==> config.mk <==
export PLATFORM = sky130hd
export DESIGN_NAME = chained_hash_table_with_overflow_stats_core
export DESIGN_NICKNAME = d
export VERILOG_FILES = /design/src/cht_pkg.sv /design/src/cht_divider.sv /design/src/cht_stats.sv /design/src/chained_hash_table_with_overflow_stats_core.sv
export VERILOG_INCLUDE_DIRS = /design/src /design/src/src
export SDC_FILE = /design/constraint.sdc
export NUM_CORES = 2
export LEC_CHECK = 0
export BUFFER_PORTS_ARGS = -buffer_cell sky130_fd_sc_hd__buf_2
export CAP_MARGIN = 20
export CORE_MARGIN = 1.5
export CORE_UTILIZATION = 57
export DETAILED_ROUTE_END_ITERATION = 6
export PLACE_DENSITY = 0.76
export SLEW_MARGIN = 40
export SYNTH_ARGS = -nofsm -noshare
export SYNTH_HDL_FRONTEND = slang
export SYNTH_SLANG_ARGS = --single-unit
==> constraint.sdc <==
create_clock -name aclk -period 6.4 [get_ports aclk]
set_input_delay 1.28 -clock aclk [delete_from_list [all_inputs] [get_ports aclk]]
set_output_delay 1.28 -clock aclk [all_outputs]
set_load 0.03 [all_outputs]
==> src/chained_hash_table_with_overflow_stats_core_defines.svh <==
// assertion macros for the chained hash table core
// used by the top level only; expects aclk and aresetn in scope
`ifndef CHAINED_HASH_TABLE_WITH_OVERFLOW_STATS_CORE_DEFINES_SVH
`define CHAINED_HASH_TABLE_WITH_OVERFLOW_STATS_CORE_DEFINES_SVH

// condition that must hold at every clock edge out of reset
`define CHT_ASSERT_ALWAYS(label, cond, msg) \
    label: assert property (@(posedge aclk) disable iff (!aresetn) (cond)) else $error(msg);

// same-cycle implication
`define CHT_ASSERT_IMPLY(label, ante, cons, msg) \
    label: assert property (@(posedge aclk) disable iff (!aresetn) (ante) |-> (cons)) \
        else $error(msg);

`endif

==> src/cht_pkg.sv <==
// shared types, codes and constants for the chained hash table core
// no dependencies; imported by every module of the block
`default_nettype none

package cht_pkg;

    localparam int NUM_BUCKETS_DEF = 7;
    localparam int POOL_SIZE_DEF   = 64;
    localparam int KEY_BITS        = 16;

    localparam int OP_W      = 2;
    localparam int BKT_IN_W  = 3;
    localparam int STATUS_W  = 2;
    localparam int BKT_OUT_W = 3;
    localparam int KEY_OUT_W = 16;
    localparam int POS_W     = 6;
    localparam int STAT_W    = 6;
    localparam int SCNT_W    = 3;

    // overflow counters saturate at the top of their range
    localparam int              OVF_W   = 7;
    localparam logic [OVF_W-1:0] OVF_MAX = '1;

    // dividend width of the divider, holds a key or the counter sum
    localparam int DIV_W = 16;

    localparam int STAT_TOP = 63;
    localparam int SCNT_TOP = 7;

    localparam logic [OP_W-1:0] OP_INSERT = 2'd0;
    localparam logic [OP_W-1:0] OP_STATS  = 2'd1;
    localparam logic [OP_W-1:0] OP_LIST   = 2'd2;

    localparam logic [STATUS_W-1:0] RES_OK         = 2'd0;
    localparam logic [STATUS_W-1:0] RES_POOL_FULL  = 2'd1;
    localparam logic [STATUS_W-1:0] RES_BAD_BUCKET = 2'd2;
    localparam logic [STATUS_W-1:0] RES_EMPTY      = 2'd3;

    typedef struct packed {
        logic [OP_W-1:0]     op;
        logic [KEY_BITS-1:0] key;
        logic [BKT_IN_W-1:0] bucket;
    } cht_in_t;

    typedef struct packed {
        logic [STATUS_W-1:0]  status;
        logic [BKT_OUT_W-1:0] bucket_out;
        logic [KEY_OUT_W-1:0] key_out;
        logic [POS_W-1:0]     position;
        logic [STAT_W-1:0]    stat_min;
        logic [SCNT_W-1:0]    stat_min_count;
        logic [STAT_W-1:0]    stat_max;
        logic [SCNT_W-1:0]    stat_max_count;
        logic [STAT_W-1:0]    stat_avg;
        logic                 last;
    } cht_out_t;

    // control of the statistics accumulator
    typedef struct packed {
        logic valid;
        logic first;
    } stat_ctl_t;

endpackage

`default_nettype wire

==> src/cht_divider.sv <==
// reciprocal-multiplication divider by the bucket count: quotient and remainder
// depends on cht_pkg; used for the bucket of a key and the counter average
`default_nettype none

module cht_divider
    import cht_pkg::*;
#(
    parameter int NUM_BUCKETS = NUM_BUCKETS_DEF
) (
    input  wire logic                           aclk,
    input  wire logic                           aresetn,
    input  wire logic                           start,
    input  wire logic [DIV_W-1:0]               dividend,
    output logic                                done,
    output logic [DIV_W-1:0]                    quotient,
    output logic [$clog2(NUM_BUCKETS)-1:0]      remainder
);

    localparam int RW     = $clog2(NUM_BUCKETS);
    // q = (n * ceil(2^SH / M)) >> SH is exact for every DIV_W-bit n
    localparam int SH     = DIV_W + RW;
    localparam int REC_W  = DIV_W + 1;
    localparam int PROD_W = DIV_W + REC_W;

    localparam longint unsigned REC_FULL =
        ((64'd1 << SH) + 64'(NUM_BUCKETS) - 64'd1) / 64'(NUM_BUCKETS);
    localparam logic [REC_W-1:0] RECIP   = REC_W'(REC_FULL);
    localparam logic [DIV_W-1:0] DIVISOR = DIV_W'(NUM_BUCKETS);

    logic              busy_reg;
    logic              done_reg;
    logic [DIV_W-1:0]  num_reg;
    logic [DIV_W-1:0]  quo_reg;
    logic [RW-1:0]     rem_reg;

    logic [PROD_W-1:0] prod;
    logic [DIV_W-1:0]  back;
    logic [DIV_W-1:0]  diff;

    // the quotient is registered from the reciprocal product, then the remainder from it
    assign prod = PROD_W'(dividend) * PROD_W'(RECIP);
    assign back = quo_reg * DIVISOR;
    assign diff = num_reg - back;

    always_ff @(posedge aclk) begin
        if (!aresetn) begin
            busy_reg <= 1'b0;
            done_reg <= 1'b0;
        end else begin
            busy_reg <= start;
            done_reg <= busy_reg;
        end
    end

    always_ff @(posedge aclk) begin
        if (start) begin
            num_reg <= dividend;
            quo_reg <= DIV_W'(prod >> SH);
        end
        if (busy_reg) begin
            rem_reg <= diff[RW-1:0];
        end
    end

    assign done      = done_reg;
    assign quotient  = quo_reg;
    assign remainder = rem_reg;

endmodule

`default_nettype wire

==> src/cht_stats.sv <==
// running minimum, maximum, their multiplicities and the sum of overflow counters
// depends on cht_pkg; fed one counter per cycle by the bucket table walk
`default_nettype none

module cht_stats
    import cht_pkg::*;
#(
    parameter int NUM_BUCKETS = NUM_BUCKETS_DEF
) (
    input  wire logic                                      aclk,
    input  wire stat_ctl_t                                 ctl,
    input  wire logic [OVF_W-1:0]                          cnt_in,
    output logic [OVF_W-1:0]                               min_val,
    output logic [$clog2(NUM_BUCKETS+1)-1:0]               min_num,
    output logic [OVF_W-1:0]                               max_val,
    output logic [$clog2(NUM_BUCKETS+1)-1:0]               max_num,
    output logic [OVF_W+$clog2(NUM_BUCKETS)-1:0]           sum
);

    localparam int CNT_W = $clog2(NUM_BUCKETS + 1);
    localparam int SUM_W = OVF_W + $clog2(NUM_BUCKETS);

    logic [OVF_W-1:0] min_reg, min_next;
    logic [OVF_W-1:0] max_reg, max_next;
    logic [CNT_W-1:0] min_n_reg, min_n_next;
    logic [CNT_W-1:0] max_n_reg, max_n_next;
    logic [SUM_W-1:0] sum_reg, sum_next;

    always_comb begin
        min_next   = min_reg;
        max_next   = max_reg;
        min_n_next = min_n_reg;
        max_n_next = max_n_reg;
        sum_next   = sum_reg;
        if (ctl.valid) begin
            if (ctl.first) begin
                min_next   = cnt_in;
                max_next   = cnt_in;
                min_n_next = CNT_W'(1);
                max_n_next = CNT_W'(1);
                sum_next   = SUM_W'(cnt_in);
            end else begin
                sum_next = sum_reg + SUM_W'(cnt_in);
                if (cnt_in > max_reg) begin
                    max_next   = cnt_in;
                    max_n_next = CNT_W'(1);
                end else if (cnt_in == max_reg) begin
                    max_n_next = max_n_reg + CNT_W'(1);
                end
                if (cnt_in < min_reg) begin
                    min_next   = cnt_in;
                    min_n_next = CNT_W'(1);
                end else if (cnt_in == min_reg) begin
                    min_n_next = min_n_reg + CNT_W'(1);
                end
            end
        end
    end

    always_ff @(posedge aclk) begin
        min_reg   <= min_next;
        max_reg   <= max_next;
        min_n_reg <= min_n_next;
        max_n_reg <= max_n_next;
        sum_reg   <= sum_next;
    end

    assign min_val = min_reg;
    assign min_num = min_n_reg;
    assign max_val = max_reg;
    assign max_num = max_n_reg;
    assign sum     = sum_reg;

endmodule

`default_nettype wire

==> src/chained_hash_table_with_overflow_stats_core.sv <==
// Chained hash table with per-bucket overflow counters.
// Input channel s_valid/s_ready/s_data carries one operation per transaction:
// insert a key, query the overflow statistics, or list the keys of one bucket.
// Result channel m_valid/m_ready/m_data gives the result transactions; the
// last one caused by an operation has last set. Op code 3 gives no result.
// Operations run one at a time; the steps from acceptance to the result being
// loaded in the output register:
//   insert: key mod NUM_BUCKETS by reciprocal multiplication, then a bucket
//           table read, the node write and, when a chain is extended, a link
//           write; when the pool is full the result follows the division
//   statistics: one bucket table read per cycle, then the divider for the average
//   list: a bucket table read, then one node memory read per key;
//           an empty or invalid bucket needs no memory read
// A finished result sits in the output register, so the next operation is
// accepted while it waits. When the receiver stalls, a list walk pauses and
// any other operation holds its result until the register frees.
// Reset (aresetn low, synchronous) clears occupancy and the node count at once,
// so every counter reads as zero; no clearing pass, ready the cycle after.
// Node keys, links and bucket head/tail pointers are held in memories. A node
// entry is only read once written; an unwritten bucket entry is read but ignored.
`default_nettype none
`include "chained_hash_table_with_overflow_stats_core_defines.svh"

module chained_hash_table_with_overflow_stats_core
    import cht_pkg::*;
#(
    parameter int NUM_BUCKETS = NUM_BUCKETS_DEF,
    parameter int POOL_SIZE   = POOL_SIZE_DEF
) (
    input  wire logic    aclk,
    input  wire logic    aresetn,
    input  wire logic    s_valid,
    output logic         s_ready,
    input  wire cht_in_t s_data,
    output logic         m_valid,
    input  wire logic    m_ready,
    output cht_out_t     m_data
);

    localparam int RW     = $clog2(NUM_BUCKETS);
    localparam int NODE_W = $clog2(POOL_SIZE);
    localparam int CNT_W  = $clog2(NUM_BUCKETS + 1);
    localparam int SUM_W  = OVF_W + $clog2(NUM_BUCKETS);

    localparam logic [NODE_W:0] POOL_LIMIT = (NODE_W+1)'(POOL_SIZE);
    localparam logic [RW-1:0]   LAST_BKT   = RW'(NUM_BUCKETS - 1);

    typedef struct packed {
        logic [NODE_W-1:0] head;
        logic [NODE_W-1:0] tail;
        logic [OVF_W-1:0]  ovf;
    } bkt_entry_t;

    typedef struct packed {
        logic [NODE_W-1:0]   link;
        logic [KEY_BITS-1:0] key;
    } node_entry_t;

    typedef enum logic [10:0] {
        S_IDLE     = 11'b000_0000_0001,
        S_INS_DIV  = 11'b000_0000_0010,
        S_INS_A    = 11'b000_0000_0100,
        S_INS_B    = 11'b000_0000_1000,
        S_LST_HEAD = 11'b000_0001_0000,
        S_LST_DATA = 11'b000_0010_0000,
        S_ST_RD    = 11'b000_0100_0000,
        S_ST_END   = 11'b000_1000_0000,
        S_ST_DIVGO = 11'b001_0000_0000,
        S_ST_DIV   = 11'b010_0000_0000,
        S_RESP     = 11'b100_0000_0000
    } state_t;

    state_t               state_reg, state_next;
    logic [NUM_BUCKETS-1:0] used_reg, used_next;
    logic [NODE_W:0]      nodes_reg, nodes_next;
    logic                 m_valid_reg;
    cht_out_t             m_data_reg;
    logic                 rd_v_reg, rd_v_next;

    logic [RW-1:0]        b_reg, b_next;
    logic [KEY_BITS-1:0]  key_reg, key_next;
    logic [NODE_W-1:0]    tail_reg, tail_next;
    logic [NODE_W-1:0]    node_reg, node_next;
    logic [POS_W-1:0]     pos_reg, pos_next;
    logic [RW-1:0]        st_idx_reg, st_idx_next;
    logic                 rd_first_reg, rd_first_next;
    logic                 rd_used_reg, rd_used_next;
    cht_out_t             res_reg, res_next;

    // bucket table memory
    bkt_entry_t           bkt_mem [NUM_BUCKETS];
    logic                 bm_re;
    logic [RW-1:0]        bm_raddr;
    bkt_entry_t           bm_rdata_reg;
    logic                 bm_we;
    logic [RW-1:0]        bm_waddr;
    bkt_entry_t           bm_wdata;

    // node pool memory, key and link written under separate enables
    node_entry_t          node_mem [POOL_SIZE];
    logic                 nm_re;
    logic [NODE_W-1:0]    nm_raddr;
    node_entry_t          nm_rdata_reg;
    logic                 nm_key_we;
    logic                 nm_link_we;
    logic [NODE_W-1:0]    nm_waddr;
    node_entry_t          nm_wdata;

    logic                 div_start;
    logic [DIV_W-1:0]     div_din;
    logic                 div_done;
    logic [DIV_W-1:0]     div_quo;
    logic [RW-1:0]        div_rem;
    logic                 div_wait;

    stat_ctl_t            st_ctl;
    logic [OVF_W-1:0]     st_cnt;
    logic [OVF_W-1:0]     st_min;
    logic [OVF_W-1:0]     st_max;
    logic [CNT_W-1:0]     st_min_n;
    logic [CNT_W-1:0]     st_max_n;
    logic [SUM_W-1:0]     st_sum;

    logic                 accept;
    logic                 out_free;
    logic                 out_load;
    cht_out_t             out_data;
    logic                 bkt_ok;
    logic                 ins_used;
    logic [OVF_W-1:0]     ovf_inc;
    logic [OVF_W-1:0]     ovf_new;
    logic [NODE_W-1:0]    new_node;
    logic                 pool_full;
    logic                 lst_last;

    cht_divider #(
        .NUM_BUCKETS (NUM_BUCKETS)
    ) u_div (
        .aclk      (aclk),
        .aresetn   (aresetn),
        .start     (div_start),
        .dividend  (div_din),
        .done      (div_done),
        .quotient  (div_quo),
        .remainder (div_rem)
    );

    cht_stats #(
        .NUM_BUCKETS (NUM_BUCKETS)
    ) u_stats (
        .aclk    (aclk),
        .ctl     (st_ctl),
        .cnt_in  (st_cnt),
        .min_val (st_min),
        .min_num (st_min_n),
        .max_val (st_max),
        .max_num (st_max_n),
        .sum     (st_sum)
    );

    assign s_ready  = (state_reg == S_IDLE);
    assign accept   = s_valid && s_ready;
    assign out_free = !m_valid_reg || m_ready;
    assign bkt_ok   = int'(s_data.bucket) < NUM_BUCKETS;
    assign div_wait = (state_reg == S_INS_DIV) || (state_reg == S_ST_DIV);

    assign ins_used  = used_reg[b_reg];
    assign ovf_inc   = (bm_rdata_reg.ovf == OVF_MAX) ? OVF_MAX
                                                     : bm_rdata_reg.ovf + OVF_W'(1);
    // an unoccupied bucket's table entry holds no valid data, its counter reads as zero
    assign ovf_new   = ins_used ? ovf_inc : '0;
    assign new_node  = nodes_reg[NODE_W-1:0];
    assign pool_full = nodes_reg >= POOL_LIMIT;
    assign lst_last  = (node_reg == tail_reg) || (pos_reg == '1);

    assign st_ctl.valid = rd_v_reg;
    assign st_ctl.first = rd_first_reg;
    assign st_cnt       = rd_used_reg ? bm_rdata_reg.ovf : '0;

    always_comb begin
        state_next    = state_reg;
        used_next     = used_reg;
        nodes_next    = nodes_reg;
        rd_v_next     = 1'b0;
        b_next        = b_reg;
        key_next      = key_reg;
        tail_next     = tail_reg;
        node_next     = node_reg;
        pos_next      = pos_reg;
        st_idx_next   = st_idx_reg;
        rd_first_next = rd_first_reg;
        rd_used_next  = rd_used_reg;
        res_next      = res_reg;

        bm_re      = 1'b0;
        bm_raddr   = b_reg;
        bm_we      = 1'b0;
        bm_waddr   = b_reg;
        bm_wdata   = '0;
        nm_re      = 1'b0;
        nm_raddr   = node_reg;
        nm_key_we  = 1'b0;
        nm_link_we = 1'b0;
        nm_waddr   = new_node;
        nm_wdata   = '0;
        div_start  = 1'b0;
        div_din    = DIV_W'(s_data.key);
        out_load   = 1'b0;
        out_data   = res_reg;

        case (state_reg)
            S_IDLE: begin
                if (accept) begin
                    case (s_data.op)
                        OP_INSERT: begin
                            div_start  = 1'b1;
                            key_next   = s_data.key;
                            state_next = S_INS_DIV;
                        end
                        OP_STATS: begin
                            st_idx_next = '0;
                            state_next  = S_ST_RD;
                        end
                        OP_LIST: begin
                            b_next   = RW'(s_data.bucket);
                            pos_next = '0;
                            res_next = '0;
                            res_next.bucket_out = s_data.bucket;
                            res_next.last       = 1'b1;
                            if (!bkt_ok) begin
                                res_next.status = RES_BAD_BUCKET;
                                state_next      = S_RESP;
                            end else if (!used_reg[RW'(s_data.bucket)]) begin
                                res_next.status = RES_EMPTY;
                                state_next      = S_RESP;
                            end else begin
                                bm_re      = 1'b1;
                                bm_raddr   = RW'(s_data.bucket);
                                state_next = S_LST_HEAD;
                            end
                        end
                        default: begin
                            // op code without meaning: taken and dropped
                        end
                    endcase
                end
            end
            S_INS_DIV: begin
                if (div_done) begin
                    b_next   = div_rem;
                    res_next = '0;
                    res_next.bucket_out = BKT_OUT_W'(div_rem);
                    res_next.last       = 1'b1;
                    if (pool_full) begin
                        res_next.status = RES_POOL_FULL;
                        state_next      = S_RESP;
                    end else begin
                        bm_re      = 1'b1;
                        bm_raddr   = div_rem;
                        state_next = S_INS_A;
                    end
                end
            end
            S_INS_A: begin
                nm_key_we     = 1'b1;
                nm_link_we    = 1'b1;
                nm_waddr      = new_node;
                nm_wdata.key  = key_reg;
                nm_wdata.link = '0;
                bm_we         = 1'b1;
                bm_waddr      = b_reg;
                bm_wdata.head = ins_used ? bm_rdata_reg.head : new_node;
                bm_wdata.tail = new_node;
                bm_wdata.ovf  = ovf_new;
                used_next[b_reg] = 1'b1;
                nodes_next       = nodes_reg + (NODE_W+1)'(1);
                res_next.status   = RES_OK;
                res_next.position = POS_W'(ovf_new);
                if (ins_used) begin
                    tail_next  = bm_rdata_reg.tail;
                    node_next  = new_node;
                    state_next = S_INS_B;
                end else begin
                    state_next = S_RESP;
                end
            end
            S_INS_B: begin
                // hook the new node behind the old tail, its key is left alone
                nm_link_we    = 1'b1;
                nm_waddr      = tail_reg;
                nm_wdata.link = node_reg;
                state_next    = S_RESP;
            end
            S_LST_HEAD: begin
                tail_next  = bm_rdata_reg.tail;
                node_next  = bm_rdata_reg.head;
                nm_re      = 1'b1;
                nm_raddr   = bm_rdata_reg.head;
                state_next = S_LST_DATA;
            end
            S_LST_DATA: begin
                if (out_free) begin
                    out_load            = 1'b1;
                    out_data            = '0;
                    out_data.status     = RES_OK;
                    out_data.bucket_out = BKT_OUT_W'(b_reg);
                    out_data.key_out    = KEY_OUT_W'(nm_rdata_reg.key);
                    out_data.position   = pos_reg;
                    out_data.last       = lst_last;
                    if (lst_last) begin
                        state_next = S_IDLE;
                    end else begin
                        nm_re     = 1'b1;
                        nm_raddr  = nm_rdata_reg.link;
                        node_next = nm_rdata_reg.link;
                        pos_next  = pos_reg + POS_W'(1);
                    end
                end
            end
            S_ST_RD: begin
                bm_re         = 1'b1;
                bm_raddr      = st_idx_reg;
                rd_v_next     = 1'b1;
                rd_first_next = (st_idx_reg == '0);
                rd_used_next  = used_reg[st_idx_reg];
                if (st_idx_reg == LAST_BKT) begin
                    state_next = S_ST_END;
                end else begin
                    st_idx_next = st_idx_reg + RW'(1);
                end
            end
            S_ST_END: begin
                // last counter enters the accumulator this cycle
                state_next = S_ST_DIVGO;
            end
            S_ST_DIVGO: begin
                div_start  = 1'b1;
                div_din    = DIV_W'(st_sum);
                state_next = S_ST_DIV;
            end
            S_ST_DIV: begin
                if (div_done) begin
                    res_next          = '0;
                    res_next.status   = RES_OK;
                    res_next.last     = 1'b1;
                    res_next.stat_min = (st_min > OVF_W'(STAT_TOP)) ? '1 : STAT_W'(st_min);
                    res_next.stat_max = (st_max > OVF_W'(STAT_TOP)) ? '1 : STAT_W'(st_max);
                    res_next.stat_min_count = (int'(st_min_n) > SCNT_TOP) ? '1
                                                                        : SCNT_W'(st_min_n);
                    res_next.stat_max_count = (int'(st_max_n) > SCNT_TOP) ? '1
                                                                        : SCNT_W'(st_max_n);
                    res_next.stat_avg = (div_quo > DIV_W'(STAT_TOP)) ? '1 : STAT_W'(div_quo);
                    state_next = S_RESP;
                end
            end
            S_RESP: begin
                if (out_free) begin
                    out_load   = 1'b1;
                    out_data   = res_reg;
                    state_next = S_IDLE;
                end
            end
            default: begin
                state_next = S_IDLE;
            end
        endcase
    end

    always_ff @(posedge aclk) begin
        if (!aresetn) begin
            state_reg   <= S_IDLE;
            used_reg    <= '0;
            nodes_reg   <= '0;
            m_valid_reg <= 1'b0;
            rd_v_reg    <= 1'b0;
        end else begin
            state_reg <= state_next;
            used_reg  <= used_next;
            nodes_reg <= nodes_next;
            rd_v_reg  <= rd_v_next;
            if (out_load) begin
                m_valid_reg <= 1'b1;
            end else if (m_ready) begin
                m_valid_reg <= 1'b0;
            end
        end
    end

    always_ff @(posedge aclk) begin
        b_reg        <= b_next;
        key_reg      <= key_next;
        tail_reg     <= tail_next;
        node_reg     <= node_next;
        pos_reg      <= pos_next;
        st_idx_reg   <= st_idx_next;
        rd_first_reg <= rd_first_next;
        rd_used_reg  <= rd_used_next;
        res_reg      <= res_next;
        if (out_load) begin
            m_data_reg <= out_data;
        end
    end

    // operations are serialised, so a read never meets a write to the same entry
    always_ff @(posedge aclk) begin
        if (bm_we) begin
            bkt_mem[bm_waddr] <= bm_wdata;
        end
        if (bm_re) begin
            bm_rdata_reg <= bkt_mem[bm_raddr];
        end
    end

    always_ff @(posedge aclk) begin
        if (nm_key_we) begin
            node_mem[nm_waddr].key <= nm_wdata.key;
        end
        if (nm_link_we) begin
            node_mem[nm_waddr].link <= nm_wdata.link;
        end
        if (nm_re) begin
            nm_rdata_reg <= node_mem[nm_raddr];
        end
    end

    assign m_valid = m_valid_reg;
    assign m_data  = m_data_reg;

    `CHT_ASSERT_ALWAYS(a_pool_bound, nodes_reg <= POOL_LIMIT, "node count past pool size")
    `CHT_ASSERT_IMPLY(a_alloc_not_full, nm_key_we, !pool_full, "node taken from a full pool")
    `CHT_ASSERT_IMPLY(a_div_done_waited, div_done, div_wait, "divider result with nobody waiting")
    `CHT_ASSERT_IMPLY(a_out_no_overwrite, out_load, out_free, "result register overwritten")

endmodule

`default_nettype wire

Word-level counts from Yosys, hierarchy flattened
Memory sizes are Yosys's and may differ from the RTL's. A register that Yosys moved wholly into a read port is not among the register bits.
Cells that the tools add are included.
W data, S select, Z words.

storage, ports and cells
  RAM bits = 1541
  memories = 2
  input bits = 25
  register bits after elaboration = 225
  output and inout port bits = 54
  logic and storage cells = 240

cells by class
  add/sub/neg operators = 8
  reduce and logical (&&, ||, !) cells = 36
  bitwise logic cells = 1
  order comparisons = 11
  $mul = 2
  equal/unequal tests = 32
  multiplexer cells = 104

memories
  name      words  width  rd ports  clocked after Yosys merged registers in  wr ports  RTL line                                            RTL
  node_mem  64     22     1         1                                        1         chained_hash_table_with_overflow_stats_core.sv:100  node_entry_t node_mem [POOL_SIZE];
  bkt_mem   7      19     1         1                                        1         chained_hash_table_with_overflow_stats_core.sv:91   bkt_entry_t bkt_mem [NUM_BUCKETS];

operator list
  kind                      number
  $mux W52                  6
  $mux W11                  11
  $pmux W11 S11             1
  $mux W6                   14
  $pmux W25 S3              1
  $pmux W19 S3              1
  $mux W7                   8
  $mux W3                   14
  $pmux W6 S2               3
  $mul A16 B17 Y33 const B  1
  $pmux W11 S3              1
  $mux W16                  2
  $mux W1                   26
  $pmux W6 S4               1
  $mux W19                  1
  $pmux W6 S3               1
  $reduce_and A5 Y1         3
  $add A7 B1 Y7 const B     2
  $eq A7 B7 Y1              2
  $gt A14 B6 Y1 const B     1
  $gt A7 B6 Y1 const B      2
  $mul A14 B3 Y3 const B    1
  $ne A2 B2 Y1 const B      7
  $reduce_bool A2 Y1        7
  50 further kinds          77

Depth between registers and ports, before layout
  depth in word-level cells = 7
  gate-level depth with buffers = 26
  gate-level depth less buffers = 24

Modules after synthesis
A second synthesis with hierarchy kept.

second synthesis, totals
  cells, all modules = 3916
  area total of the unflattened synthesis = 73775.8 um^2

modules (own cells, without submodules)
  module                                       cells each  instances  area an instance (um^2)
  chained_hash_table_with_overflow_stats_core  3320        1          67578.6
  cht_divider                                  440         1          4400.5
  cht_stats                                    156         1          1796.7

Least setup slack after synthesis
OpenSTA, ideal clock, no wires.

  kind = register to register
  start point = register state_reg[4]
  end point = register u_div.quo_reg[13], in the netlist u_div.quotient[13] (data pin)
  data arrival time = 6.212 ns
  slack = -0.072 ns
  clock period less this slack = 6.472 ns
  stages on the path, launching flop included = 23
  cell sequence = dfxtp_1 > clkbuf_1 > nor3_1 > nand4_1 > clkbuf_1 > mux2_2 > ha_1 > fa_1 > fa_1 > inv_1 > fa_1 > inv_1 > fa_1 > ha_1 > and3_1 > o2111ai_1 > a2111oi_0 > nor4b_1 > nor3_1 > o211a_1 > o21a_1 > nor2_1 > xor2_1

between the ends
  longest elaborated chain between the ends = 3

RTL lines
  item                    RTL line                                            RTL
  start, declared         chained_hash_table_with_overflow_stats_core.sv:73   state_t state_reg, state_next;
  start signal, assigned  chained_hash_table_with_overflow_stats_core.sv:377  state_reg <= state_next;
  $eq A11 B9 Y1           chained_hash_table_with_overflow_stats_core.sv:211  case (state_reg)
  $mux W16                chained_hash_table_with_overflow_stats_core.sv:211
  $mul A16 B17 Y33        cht_divider.sv:41                                   assign prod = PROD_W'(dividend) * PROD_W'(RECIP);
  net u_div.prod[32]      cht_divider.sv:36                                   logic [PROD_W-1:0] prod;
  end signal, assigned    cht_divider.sv:58                                   quo_reg <= DIV_W'(prod >> SH);
  end, declared           cht_divider.sv:33                                   logic [DIV_W-1:0] quo_reg;

The timed path passes the listed nets, and every way through them passes these cells.
A chain may end at the register's enable or synchronous reset.

Final worst setup path
  start point = register state_reg[9]
  end point = register u_div.quo_reg[13], in the netlist u_div.quotient[13] (data pin)

The elaborated chain is that of the path after synthesis.

==> summary.md <==
The via total after detailed routing was 45750. For this block, the routed nets add up to 184700 um of wire. The worst hold path passes through 0 cells. The run gives 29.26 ps as the setup skew after layout. The tools report the hold path endpoint as tail_reg[5]$_DFFE_PP_. Clock tree synthesis inserted a total of 173 buffers. Relative to the synthesized area, the layout overhead comes to 12.33%. The initial antenna violation count is 5. The critical path is of the reg -> reg type. The tools report the max-slew violation count as 0.

The hold-fix buffer count after cts is 0, and the synthesized-area fraction occupied by ao, oa, aoi and oai cells is 6.723%. For the number of remaining DRC errors, the log shows 0. STA classifies the critical path endpoint as a register. The later pin in the worst-skew pair is clocked with a latency of 810 ps. After Yosys synthesis, and, or, nand and nor cells account for 10.21% of the synthesized area. In this run the static leakage power is 30.99 nW. Once detail routing completed, the nets flagged for antenna violations numbered 0. The dominant combinational cell family by area after synthesis is simple AND/OR/NAND/NOR gates. Total track usage: 27.85%. For the upper clock frequency limit, the log shows 0.1613 GHz.

Endpoint of the worst-slack reg-to-reg timing path: u_div.quotient[13]$_DFFE_PP_. The tools report the top-level port count as 79. The die is 364.6 um tall. The first-pass GRT wire length came out at 276700 um. Sequential elements use 71.72% of the synthesized area. After detailed routing, the number of vias per cell comes to 6.265. The worst path uses 96.85% of the clock period. STA puts the critical path data required time at 6960 ps. The share of final-layout standard cells stronger than drive strength 1 is 12.27%, and the number of endpoints failing setup at the final stage is 0. Clock tree synthesis selected as its root buffer the cell sky130_fd_sc_hd__clkbuf_16. The tools report the worst-case setup slack after placement as -478.4 ps.

TritonCTS built the clock tree. After Yosys synthesis, full adders, half adders and majority gates account for 3.797% of the synthesized area. The maximum fanout along the worst path is 14.

When the netlist entered floorplanning its net count stood at 5435. The worst pin sits at a relative slew slack of 38.83%. The Yosys step of the flow raised 0 warnings. For the pin with the worst max-slew slack, the measured transition is 915.4 ps. The most frequent standard cell in the layout excluding fill and tap cells was sky130_fd_sc_hd__edfxtp_1.

Synthesis inferred 1790 register bits. Number of global-route vias before repair: 44880. The number of flip-flops under the largest register name came out at 1408.

The first detailed-routing pass ran for 6 iterations. The power density over the cells is 298.5 nW/um2. The worst setup path is launched from a register. Clock-pin transition on the worst setup and hold timing paths: 70 ps. The worst hold path belongs to the class reg -> reg. Global routing finished with a remaining overflow of 0. For this run, the share of the core covered by cells in the final layout is 64.58%. The initial cell density of the core was 57.49%; the proportion of synthesized flip-flops having asynchronous set or reset was 0%. The most used flip-flop cell after synthesis is sky130_fd_sc_hd__edfxtp_1. The startpoint identified for the worst register-to-register timing path is state_reg[9]$_SDFFE_PN0P_. After floorplanning, the core was divided into 132 placement rows. For the setup slack on the worst flop-to-flop path, the log shows 200 ps. The run gives 0 as the final hold violation count. The die is 364.6 um wide.

For the data arrival time of the critical path, the log shows 6760 ps. The flow ran to the end, and the final reports show no timing, DRC or antenna violations. Routability-driven placement finished with a final weighted congestion of 0.8899. After the last flow step, the layout net total stands at 5643. In the layout the commonest cells are sky130_fd_sc_hd__edfxtp_1, sky130_fd_sc_hd__nand2_1, sky130_fd_sc_hd__mux2i_1.

The mean cell area of the mapped netlist was 14.30 um2. The cell count after synthesis came out at 5212. In this run, the number of DRC markers left after iteration 0 of detailed routing was 5905. For the largest voltage drop on the vdd net, the log shows 0.0002308 V. The synthesized design contains 1761 enable-type register cells. Entering global routing, the biggest net connects 97 pins. The number of levels the H-tree was split into is 4, and the largest buffer count on any clock path is 3. The routed design could run at a clock period as short as 6198 ps. The startpoint of the tightest hold check path was bm_rdata_reg[12]$_DFFE_PP_.

In the final timing run, aggregate negative setup slack is 0 ps. The distinct cell type count of the synthesized netlist is 73, and the core box area is 129600 um2. Once layout is done, the placed cells without fillers occupy 83730 um2. The run gives 78280 um2 as the post-place instance area. Count of input and output buffers: 78. The average wire per cell in the routed design is 25.29 um.

Counting every sink on the clock net gives 1790. First element of the critical path: state_reg[9]$_SDFFE_PN0P_. The number of cells on the worst reg-to-reg path was 27; the die area was 132900 um2. The netlist area before placement is 74540 um2, and the share of synthesized area spent on multiplexers is 4.546%.

The HPWL after detailed placement is 111200 um. The run gives 0 as the count of maximum capacitance violations. The tools report the final worst setup slack as 201.7 ps.

The post-synthesis share of cell area spent on xor and xnor gates was 0.5523%.
[through the flow]
stage / hold WS, ps / power, W / std cells
finish: 413.0 / 0.02499 / 7302
global route: 415.4 / 0.02577 / 7300
CTS: 414.7 / 0.02491 / 7298
detailed placement: 409.0 / 0.01547 / 6985
global placement: 401.7 / 0.01538 / 6981
floorplan: 400.3 / 0.01479 / 5212
[power breakdown]
group	total (W)	internal, W	switching, W
Combinational	0.00234	0.000976	0.00137
Clock	0.00957	0.00528	0.00429
Sequential	0.0131	0.0130	0.0000901
Total	0.0250	0.0192	0.00575
[critical path, cell delays in order (launching register included)]
cell                        delay, ps
sky130_fd_sc_hd__dfxtp_1          320
sky130_fd_sc_hd__nor4_2           280
sky130_fd_sc_hd__nand4_1          140
sky130_fd_sc_hd__buf_6            170
sky130_fd_sc_hd__buf_12           120
sky130_fd_sc_hd__buf_6            140
sky130_fd_sc_hd__buf_4            160
sky130_fd_sc_hd__mux2i_4          180
sky130_fd_sc_hd__buf_4            170
sky130_fd_sc_hd__ha_1             270
sky130_fd_sc_hd__inv_1             40
sky130_fd_sc_hd__ha_1             210
sky130_fd_sc_hd__fa_1             550
sky130_fd_sc_hd__ha_1             150
sky130_fd_sc_hd__inv_1             50
sky130_fd_sc_hd__fa_1             490
sky130_fd_sc_hd__inv_1             50
sky130_fd_sc_hd__fa_1             390
sky130_fd_sc_hd__ha_1             300
sky130_fd_sc_hd__and3_4           210
sky130_fd_sc_hd__o2111ai_4        160
sky130_fd_sc_hd__a2111oi_4        530
sky130_fd_sc_hd__nor4b_4          130
sky130_fd_sc_hd__nor3_4           220
sky130_fd_sc_hd__o211a_1          170
sky130_fd_sc_hd__o21a_1           150
sky130_fd_sc_hd__nor2_1            50
sky130_fd_sc_hd__xor2_1           130
[cells by family after synthesis]
logic type	Yosys count
and+or+nand+nor	1758
DFF	1790
adders and majority gates	198
AOI/OAI and AO/OA	656
xor gates and xnor gates	47
buffers and inverters	428
muxes	335
[worst max-delay path by stage]
stage	endpoint	slack (ps)	depth (start not counted)
floorplan	u_div.quotient[13]$_DFFE_PP_	20	22
CTS	u_div.quotient[7]$_DFFE_PP_	4	25
global route	u_div.quotient[13]$_DFFE_PP_	-0.06	24
detailed placement	u_div.quotient[13]$_DFFE_PP_	-480	23
global placement	u_div.quotient[13]$_DFFE_PP_	-460	23
finish	u_div.quotient[13]$_DFFE_PP_	200	27
[layer usage]
| layer | share of wire, % | global-route usage, % | vias to the layer above |
|---|---|---|---|
| met5 | 0.025 | 0 | - |
| met4 | 3.6 | 10.23 | 8 |
| met3 | 10 | 5.512 | 426 |
| met2 | 48 | 44.32 | 2794 |
| met1 | 38 | 38.41 | 22470 |
| li1 | - | - | 20050 |
[repair_timing]
action	CTS	global route
buffers inserted	0	4
endpoints found under the setup margin	9	10
cloned	0	0
resized for setup	3	29
pin swaps	0	17
[cell type report]
type	instances	area, um2
Antenna cell	2	5.005
Clock buffer	224	4646
Clock inverter	89	621.8
Fill cell	8769	45920
Inverter	131	491.7
Multi-Input combinational cell	2994	19710
Sequential cell	1790	53460
Tap cell	1742	2180
Timing Repair Buffer	330	2613
[cell usage after synthesis, types with 47 or more instances]
| master | number | area (um2) |
|---|---|---|
| sky130_fd_sc_hd__a21oi_1 | 90 | 450.4 |
| sky130_fd_sc_hd__a31oi_1 | 91 | 569.3 |
| sky130_fd_sc_hd__a32oi_1 | 278 | 2435 |
| sky130_fd_sc_hd__and2_1 | 100 | 625.6 |
| sky130_fd_sc_hd__and3_1 | 95 | 594.3 |
| sky130_fd_sc_hd__buf_2 | 75 | 375.4 |
| sky130_fd_sc_hd__clkbuf_1 | 181 | 679.4 |
| sky130_fd_sc_hd__edfxtp_1 | 1761 | 52880 |
| sky130_fd_sc_hd__fa_1 | 47 | 940.9 |
| sky130_fd_sc_hd__ha_1 | 151 | 1889 |
| sky130_fd_sc_hd__inv_1 | 128 | 480.5 |
| sky130_fd_sc_hd__mux2i_1 | 325 | 3253 |
| sky130_fd_sc_hd__nand2_1 | 1050 | 3941 |
| sky130_fd_sc_hd__nand3_1 | 136 | 680.7 |
| sky130_fd_sc_hd__nor2_1 | 247 | 927.1 |
No activity file was read; power rests on OpenSTA's default activity.
